**src/sv/hbs_pkg.sv**
```systemverilog
// Shared types, constants and helper functions of the heightmap sampler.
// Used by every module in this folder; depends on nothing else.
package hbs_pkg;

    localparam int GRID_DIM  = 64;
    localparam int MAX_CELLS = 63;
    localparam int CELL_LIM  = (MAX_CELLS < GRID_DIM - 1) ? MAX_CELLS : GRID_DIM - 1;
    localparam int CELL_W    = 6;
    localparam int ADDR_W    = 2 * CELL_W;
    localparam int DATA_W    = 32;
    localparam int SP_W      = 31;
    localparam int FRAC_W    = 16;
    localparam int Q_W       = CELL_W + FRAC_W;
    localparam int REM_W     = SP_W + CELL_W;
    localparam int LOCAL_W   = 34;
    localparam int CFG_IDX_W = 3;

    typedef enum logic [CFG_IDX_W-1:0] {
        CFG_GRID_WIDTH   = 3'd0,
        CFG_GRID_HEIGHT  = 3'd1,
        CFG_GRID_SPACING = 3'd2,
        CFG_OFFSET_X     = 3'd3,
        CFG_OFFSET_Z     = 3'd4,
        CFG_ACTOR_X      = 3'd5,
        CFG_ACTOR_Y      = 3'd6,
        CFG_ACTOR_Z      = 3'd7
    } cfg_idx_t;

    localparam logic FUNC_WRITE = 1'b0;
    localparam logic FUNC_QUERY = 1'b1;

    typedef struct packed {
        logic [CELL_W-1:0] grid_width;
        logic [CELL_W-1:0] grid_height;
        logic [SP_W-1:0]   grid_spacing;
        logic [SP_W-1:0]   offset_x;
        logic [SP_W-1:0]   offset_z;
        logic [DATA_W-1:0] actor_x;
        logic [DATA_W-1:0] actor_y;
        logic [DATA_W-1:0] actor_z;
    } cfg_t;

    // Sideband that rides along with every beat down the pipeline
    typedef struct packed {
        logic              func;
        logic [CELL_W-1:0] row;
        logic [CELL_W-1:0] column;
        logic [DATA_W-1:0] value;
        logic              outside;
    } item_t;

    typedef struct packed {
        logic [REM_W-1:0] rem;
        logic             q;
    } div_t;

    // Clamp a cell count to the range in use
    function automatic logic [CELL_W-1:0] cells_in_use(input logic [CELL_W-1:0] n);
        logic [CELL_W-1:0] r;
        r = n;
        if (r == '0)
            r = CELL_W'(1);
        if (r > CELL_W'(CELL_LIM))
            r = CELL_W'(CELL_LIM);
        return r;
    endfunction

    // Zero spacing acts as one
    function automatic logic [SP_W-1:0] spacing_eff(input logic [SP_W-1:0] sp);
        return (sp == '0) ? SP_W'(1) : sp;
    endfunction

    // One restoring step: compare, subtract, shift
    function automatic div_t div_step(input logic [REM_W-1:0] rem,
                                      input logic [REM_W-2:0] dvs);
        div_t r;
        logic [REM_W-1:0] diff;
        r.q  = (rem >= {1'b0, dvs});
        diff = r.q ? (rem - {1'b0, dvs}) : rem;
        r.rem = {diff[REM_W-2:0], 1'b0};
        return r;
    endfunction

endpackage

```
**src/sv/hbs_front.sv**
```systemverilog
// Front stages: local coordinates, grid limits, then the outside test.
// Depends on hbs_pkg.
module hbs_front
    import hbs_pkg::*;
(
    input  logic              clk,
    input  logic              rst_n,
    input  logic              en,
    input  logic              in_vld,
    input  logic              func,
    input  logic [CELL_W-1:0] row,
    input  logic [CELL_W-1:0] column,
    input  logic [DATA_W-1:0] height_value,
    input  logic [DATA_W-1:0] pos_x,
    input  logic [DATA_W-1:0] pos_z,
    input  cfg_t              cfg,
    output logic              out_vld,
    output item_t             out_item,
    output logic [REM_W-1:0]  out_rx,
    output logic [REM_W-1:0]  out_rz
);

    logic               s1_vld_reg, s1_vld_next;
    item_t              s1_item_reg, s1_item_next;
    logic [LOCAL_W-1:0] s1_lx_reg, s1_lx_next;
    logic [LOCAL_W-1:0] s1_lz_reg, s1_lz_next;
    logic [REM_W-1:0]   s1_wl_reg, s1_wl_next;
    logic [REM_W-1:0]   s1_hl_reg, s1_hl_next;
    logic               s2_vld_reg;
    item_t              s2_item_reg, s2_item_next;
    logic [REM_W-1:0]   s2_rx_reg, s2_rx_next;
    logic [REM_W-1:0]   s2_rz_reg, s2_rz_next;
    logic [SP_W-1:0]    sp;
    logic               out_x, out_z;

    assign sp = spacing_eff(cfg.grid_spacing);

    // Stage 1: pos - origin + half extent, and cells * spacing
    always_comb
    begin
        s1_vld_next         = in_vld;
        s1_item_next.func   = func;
        s1_item_next.row    = row;
        s1_item_next.column = column;
        s1_item_next.value  = height_value;
        s1_item_next.outside = 1'b0;
        s1_lx_next = {{2{pos_x[DATA_W-1]}}, pos_x}
                   - {{2{cfg.actor_x[DATA_W-1]}}, cfg.actor_x}
                   + {3'b000, cfg.offset_x};
        s1_lz_next = {{2{pos_z[DATA_W-1]}}, pos_z}
                   - {{2{cfg.actor_z[DATA_W-1]}}, cfg.actor_z}
                   + {3'b000, cfg.offset_z};
        s1_wl_next = REM_W'(cells_in_use(cfg.grid_width)) * REM_W'(sp);
        s1_hl_next = REM_W'(cells_in_use(cfg.grid_height)) * REM_W'(sp);
    end

    // Stage 2: outside test, seed the divider remainders
    always_comb
    begin
        out_x = s1_lx_reg[LOCAL_W-1]
             || ({{(REM_W-LOCAL_W+1){1'b0}}, s1_lx_reg[LOCAL_W-2:0]} > s1_wl_reg);
        out_z = s1_lz_reg[LOCAL_W-1]
             || ({{(REM_W-LOCAL_W+1){1'b0}}, s1_lz_reg[LOCAL_W-2:0]} > s1_hl_reg);
        s2_item_next         = s1_item_reg;
        s2_item_next.outside = out_x || out_z;
        s2_rx_next = {{(REM_W-LOCAL_W+1){1'b0}}, s1_lx_reg[LOCAL_W-2:0]};
        s2_rz_next = {{(REM_W-LOCAL_W+1){1'b0}}, s1_lz_reg[LOCAL_W-2:0]};
    end

    // Valid bits
    always_ff @(posedge clk or negedge rst_n)
    begin
        if (!rst_n)
        begin
            s1_vld_reg <= 1'b0;
            s2_vld_reg <= 1'b0;
        end
        else if (en)
        begin
            s1_vld_reg <= s1_vld_next;
            s2_vld_reg <= s1_vld_reg;
        end
    end

    // Payload
    always_ff @(posedge clk)
    begin
        if (en)
        begin
            s1_item_reg <= s1_item_next;
            s1_lx_reg   <= s1_lx_next;
            s1_lz_reg   <= s1_lz_next;
            s1_wl_reg   <= s1_wl_next;
            s1_hl_reg   <= s1_hl_next;
            s2_item_reg <= s2_item_next;
            s2_rx_reg   <= s2_rx_next;
            s2_rz_reg   <= s2_rz_next;
        end
    end

    assign out_vld  = s2_vld_reg;
    assign out_item = s2_item_reg;
    assign out_rx   = s2_rx_reg;
    assign out_rz   = s2_rz_reg;

endmodule

```
**config.mk**
```make
export PLATFORM = sky130hd
export DESIGN_NAME = hbs_front
export DESIGN_NICKNAME = d
export VERILOG_FILES = /design/src/sv/hbs_pkg.sv /design/src/sv/hbs_front.sv
export SDC_FILE = /design/constraint.sdc
export NUM_CORES = 1
export LEC_CHECK = 0
export ABC_AREA = 1
export BUFFER_PORTS_ARGS = -buffer_cell sky130_fd_sc_hd__buf_2
export CAP_MARGIN = 30
export CORE_MARGIN = 2
export CORE_UTILIZATION = 62
export DETAILED_ROUTE_END_ITERATION = 7
export GPL_TIMING_DRIVEN = 0
export MAX_ROUTING_LAYER = met4
export PLACE_DENSITY_LB_ADDON = 0.15
export SYNTH_ARGS = -nofsm -noshare
export SYNTH_HDL_FRONTEND = slang
export SYNTH_SLANG_ARGS = --single-unit
```
**constraint.sdc**
```tcl
create_clock -name clk -period 2.9 [get_ports clk]
set_clock_uncertainty 0.05 [all_clocks]
set_input_delay 0.145 -clock clk [delete_from_list [all_inputs] [get_ports clk]]
set_output_delay 0.145 -clock clk [all_outputs]
set_load 0.1 [all_outputs]
```
==> impl_metrics.toml, run 1 <==
[pwr]
p_leak_nw = 20.7
power.density_nw_per_um2 = 801
vdd_drop_max_v = 0.000443
power_mw = 30.6

[detailed_routing]
drt_pass1_iterations = 5
routed_via_density = 5.39
vias = 26900
drcViolationCount = 0
drt-initial-drc-count = 2070
post_drt_wl_per_cell_um = 19.3
drtAntennaViolNets = 0
drt-total-wl_um = 96500

[place]
hpwl_um = 74800
place_area_sq_um = 34500
routabilityCongestion = 1.02
post-place-cells = 4795
portBuffers = 394

[timing]
finalHoldViolCount = 0
timing.fmax_mhz = 263
period_minus_slack_ns = 3.81
setup_violations = 64
rsz0062_at_grt = "true"
holdWs_ns = 0.00911
maxSlewHeadroom = 0.506
fin_ws_ns = -0.905
finalCritPeriodShare = 1.31
worst_slew_pin_slew_ns = 0.742
drv_slew = 0

[global_routing]
grt_pass1_vias = 26800
overflow = 0
grt_first_pass_wirelength_um = 144000
antenna_found_initial = 15
grt_max_degree = 122
grt_use_total = 0.382

[clocking]
path_clk_slew_ns = 0.06
tritoncts = "done"
clk_latency_ns = 0.54
cts-root-buf = "clkbuf_16"
cts_buffer_depth = 3
clock_sinks = 301
h-tree-depth = 2
cts_buffers = 34

[setup_path]
max_stage_delay_ns = 0.51
cpMostUsedCell = "nand2_4"
crit_chain = "buf_8, nor4_4, nand4_1, nor2_2, nor2_4, inv_2, buf_6, nand2_4, fa_1, fa_2, fa_1, inv_2, ha_4, nand3_4, nand3_4, nand2_2, nand2_2, nand2_2, nand2_4, nand2_4, nand2_4, nand2_4, nand3_2, nand2_2"
cp_data_required_time_ns = 3.14
startpoint_type = "primary input"
crit_type = "in -> reg"
arrival_ns = 4.04
cp-end-kind = "flop"
worstPathMaxFanout = 5
ff2ff_setup_slack_ns = 0.65
slowest_stage = "fa_1"

[cells_and_area]
n_fill_cell = 3274
multi_input_area_sq_um = 19300
final_layout_size_suffix_gt1_frac = 0.231
nNetsFinal = 5163
largest_reg_flops = 46
design_area_sq_um = 38100
seqCellArea_sq_um = 9030
fin_cells = 4990
area_delta_synth_final_pct = 25.5

[status]
violations = "negative setup slack"
status = "finished, violations left"

[yosys]
synthCells = 3770
synth_most_common_cell = "inv_1"
async_flop_share = 0.00664
synth-main-ff-cell = "edfxtp_1"
synth-seq-cells = 301
synthTopCellsByCount = "inv_1, nand2_1, edfxtp_1"
syn_area_sq_um = 30400
netlist.top_cell.by_area = "edfxtp_1"
synth_edf_count = 299
yosys.area.top_type_share = 0.295
synthTopCellsByArea = "edfxtp_1, fa_1, inv_1"
ys_seq_area_frac = 0.297
yosysWarnings = 0
avgSynthCellArea_sq_um = 8.06
synth_cell_types = 43

[floorplanning]
die_h_um = 225
die_x_um = 225
core_area_sq_um = 48600
row_count = 81
die_area_sq_um = 50800
top_level_ports = 435
start_util = 0.625

[run]
maxCapViolCount = 0

[hold_path]
hold_path.class = "in -> reg"
cells in the final DEF, fill, tap and decap left out, types with 82 or more instances in the layout:
master / count
fa_1: 295
nand2_2: 87
buf_2: 387
nand2_1: 755
nand3_1: 82
inv_1: 1051
a21oi_1: 151
ha_1: 176
nor2_1: 172
edfxtp_1: 299
cell type report:
cell class	count	share of cell area
antenna	17	0.00112
buffer	74	0.0121
clock buffer	41	0.0247
clock inverter	19	0.00705
inverter	1077	0.106
multi-input combinational	2325	0.507
sequential	301	0.237
tap	622	0.0204
timing repair buffer	514	0.0849
where the power goes:
group | total, mW | internal, mW | switching (mW)
Combinational | 18.9 | 6.88 | 12.0
Sequential | 6.88 | 6.40 | 0.481
Clock | 4.76 | 2.87 | 1.89
final timing paths:
kind | from | endpoint | cells past startpoint
max in group asynchronous | rst_n | s1_vld_reg | 3
worst min-delay path | en | s1_hl_reg[25] | 1
worst min register to register | s1_item_reg[37] | out_item[37] | 0
worst max-delay path | cfg[159] | s1_hl_reg[32] | 24
min in group asynchronous | rst_n | out_vld | 3
worst max register to register | s1_lz_reg[30] | out_item[0] | 9
logic make-up after synthesis:
group / after synthesis / share of synthesized area
compound gates: 349 / 0.0614
xor+xnor: 78 / 0.0225
fa+ha+maj: 522 / 0.288
buf+inv: 1151 / 0.143
flops: 301 / 0.297
other cells: 1 / 0.000123
simple gates: 1368 / 0.188
metal layers:
metal  vias to the layer above  wire length (um)  track usage
met2                      1210             46300        0.627
li1                      12500                 -            -
met3                       264              8010       0.0566
met5                         -                 0            -
met4                         0              4940        0.169
met1                     12900             37300        0.472
worst max-delay path: cells and delay by family:
kind                       cells  cell delay (ns)
and+or+nand+nor               16             1.75
adders and majority gates      4             1.78
buffers and inverters          4             0.34
what timing repair did:
action,in CTS,in global routing
hold buffers,50,0
hold endpoints to repair,50,0
setup endpoints to repair,65,65
pin swaps,106,56
setup buffers,44,30
cloned,1,0
gates resized for setup,247,105
stage by stage:
stage | setup TNS [ns] | util | setup slack (ns)
2_1_floorplan | -36.60 | - | -0.743
3_3_place_gp | -814.03 | 0.708 | -3.01
3_5_place_dp | -80.65 | 0.709 | -1.49
4_1_cts | -41.26 | 0.771 | -0.818
5_1_grt | -58.35 | 0.784 | -1.11
6_report | -47.32 | 0.784 | -0.905
(Power assumes the default switching activity.)
==> run 2, diff against run 1 <==
PLACE_DENSITY_LB_ADDON = 0.3   (was 0.15)
==> run 2 against run 1 <==
The flow still finishes with violations (negative setup slack). First-iteration DRC count is 18% higher. Setup slack improved by 0.0040 ns. Cell count rose by 0.12%. Global-route usage rose by 0.70 points. Maximum frequency rose by 0.10%. Flip-flop and latch count unchanged. Sequential share of layout area about the same. Routed wire length rose by 1.1%. Sequential power about the same. Clock power shrank 8.2%. Design area about the same. Highest routed layer unchanged.
==> impl_metrics.toml, run 2 (synthesis results as in run 1) <==
[status]
status = "finished, violations left"
violations = "negative setup slack"

[pwr]
clockPowerShare = 0.144
p_sw_frac = 0.479
vdd_drop_max_v = 0.000487
p_sw_mw = 14.5
pwr-share-comb = 0.630
power.share.sequential = 0.226
p_int_mw = 15.8
power.density_nw_per_um2 = 796
p_leak_nw = 20.7

[floorplanning]
row_count = 81
die_h_um = 225
core_area_sq_um = 48600
die_x_um = 225
start_util = 0.625
top_level_ports = 435
die_area_sq_um = 50800

[setup_path]
crit_type = "in -> reg"
slowest_stage = "nor4_4"
startpoint_type = "primary input"
cp-end-kind = "flop"
max_stage_delay_ns = 0.47
worstPathMaxFanout = 4
crit_chain = "buf_8, nor4_4, nand4_1, nor2_2, nor2_4, nor2_1, ha_1, ha_1, inv_1, fa_1, fa_1, nand3b_1, nand2_2, nand2_2, nand2_4, nand3_2, nand2_4, nand3b_1, nand3_1, nand2_1"
cp_data_required_time_ns = 3.14
arrival_ns = 4.05

[place]
place_area_sq_um = 34500
portBuffers = 394
hpwl_um = 74700
routabilityCongestion = 0.982

[detailed_routing]
drt-initial-drc-count = 2433
vias = 27200
drcViolationCount = 0
drtAntennaViolNets = 0
post_drt_wl_per_cell_um = 19.5
routed_via_density = 5.44
drt_pass1_iterations = 6
drt-total-wl_um = 97500

[cells_and_area]
largest_reg_flops = 46
area_delta_synth_final_pct = 25.5
final_layout_size_suffix_gt1_frac = 0.232
most-common-layout-cells = "inv_1, nand2_1, buf_2"
n_fill_cell = 3324
final_common_cell = "inv_1"
final_util = 0.785
design_area_sq_um = 38200
nNetsFinal = 5169

[global_routing]
grt_max_degree = 119
grt_use_total = 0.389
overflow = 0
grt_pass1_vias = 27000
antenna_found_initial = 17
grt_first_pass_wirelength_um = 146000

[clocking]
cts_buffers = 34
clk_latency_ns = 0.55
path_clk_slew_ns = 0.06
cts_buffer_depth = 3
cts-root-buf = "clkbuf_16"
h-tree-depth = 2
clock_sinks = 301
tritoncts = "done"

[timing]
timing.fmax_mhz = 263
finalCritPeriodShare = 1.31
finalHoldViolCount = 0
fin_ws_ns = -0.901
maxSlewHeadroom = 0.492
drv_slew = 0
period_minus_slack_ns = 3.80
totalNegativeSetupSlack_ns = -47.51
setup_violations = 64
worst_slew_pin_slew_ns = 0.763
rsz0062_at_grt = "true"
holdWs_ns = 0.0228

[run]
maxCapViolCount = 0

[hold_path]
hold_path.class = "in -> reg"
## run 2: cell count changes in the layout (fill, tap and decap cells not counted), moves of 5 or more
cell,before,now
buf_4,48,56
ha_1,176,171
ha_4,49,54
nand2_2,87,81
nand3_1,82,87
xor2_1,53,58
xor2_2,16,11
## run 2: per-layer routing
metal,global-route usage,part of all wire
met5,-,0
met1,0.479,0.38
met4,0.163,0.044
met2,0.629,0.48
met3,0.0774,0.095
## run 2: final timing paths
kind	start	to	slack (ns)	cells past startpoint
worst min register to register	s1_item_reg[21]	out_item[21]	0.37	0
worst min-delay path	en	s1_lz_reg[25]	0.02	1
worst max-delay path	cfg[159]	s1_wl_reg[33]	-0.90	20
worst max register to register	s1_lx_reg[2]	out_item[0]	0.66	9
max in group asynchronous	rst_n	s1_vld_reg	2.26	3
min in group asynchronous	rst_n	out_vld	0.41	3
## run 2: layout make-up
class | instances | area, sq um | area share
antenna | 16 | 40.0 | 0.00105
buffer | 74 | 462 | 0.0121
clock buffer | 41 | 941 | 0.0247
clock inverter | 20 | 168 | 0.00439
inverter | 1077 | 4050 | 0.106
multi-input combinational | 2325 | 19400 | 0.509
sequential | 301 | 9030 | 0.237
tap | 622 | 778 | 0.0204
timing repair buffer | 520 | 3270 | 0.0858
## run 2: metrics by stage
| step | setup slack [ns] | instances | total power [mW] |
|---|---|---|---|
| detailed placement | -1.56 | 4795 | 22.7 |
| global placement | -3.29 | 4793 | 22.4 |
| global route | -0.992 | 4996 | 32.3 |
| CTS | -0.698 | 4958 | 29.0 |
| finish | -0.901 | 4996 | 30.4 |
| floorplan | -0.743 | 3777 | 18.7 |
## run 2: power groups by stage
stage | Sequential (mW) | Clock, mW | Combinational, mW
2_1_floorplan | 8.19 | 0 | 10.5
3_3_place_gp | 6.91 | 0 | 15.5
3_5_place_dp | 6.92 | 0 | 15.8
4_1_cts | 6.84 | 4.35 | 17.8
5_1_grt | 6.95 | 4.55 | 20.8
6_report | 6.88 | 4.37 | 19.1
## run 2: critical path, delay by kind of cell
kind | cells | cell delay [ns]
simple gates | 14 | 2.18
fa+ha+maj | 4 | 1.51
buf+inv | 2 | 0.19
## run 2: timing repair
item | in CTS | in global routing
cloned | 3 | 0
hold endpoints to repair | 50 | 0
setup endpoints to repair | 65 | 66
buffers inserted | 52 | 27
resized for setup | 267 | 102
hold buffers | 50 | 0
pin swaps | 110 | 55
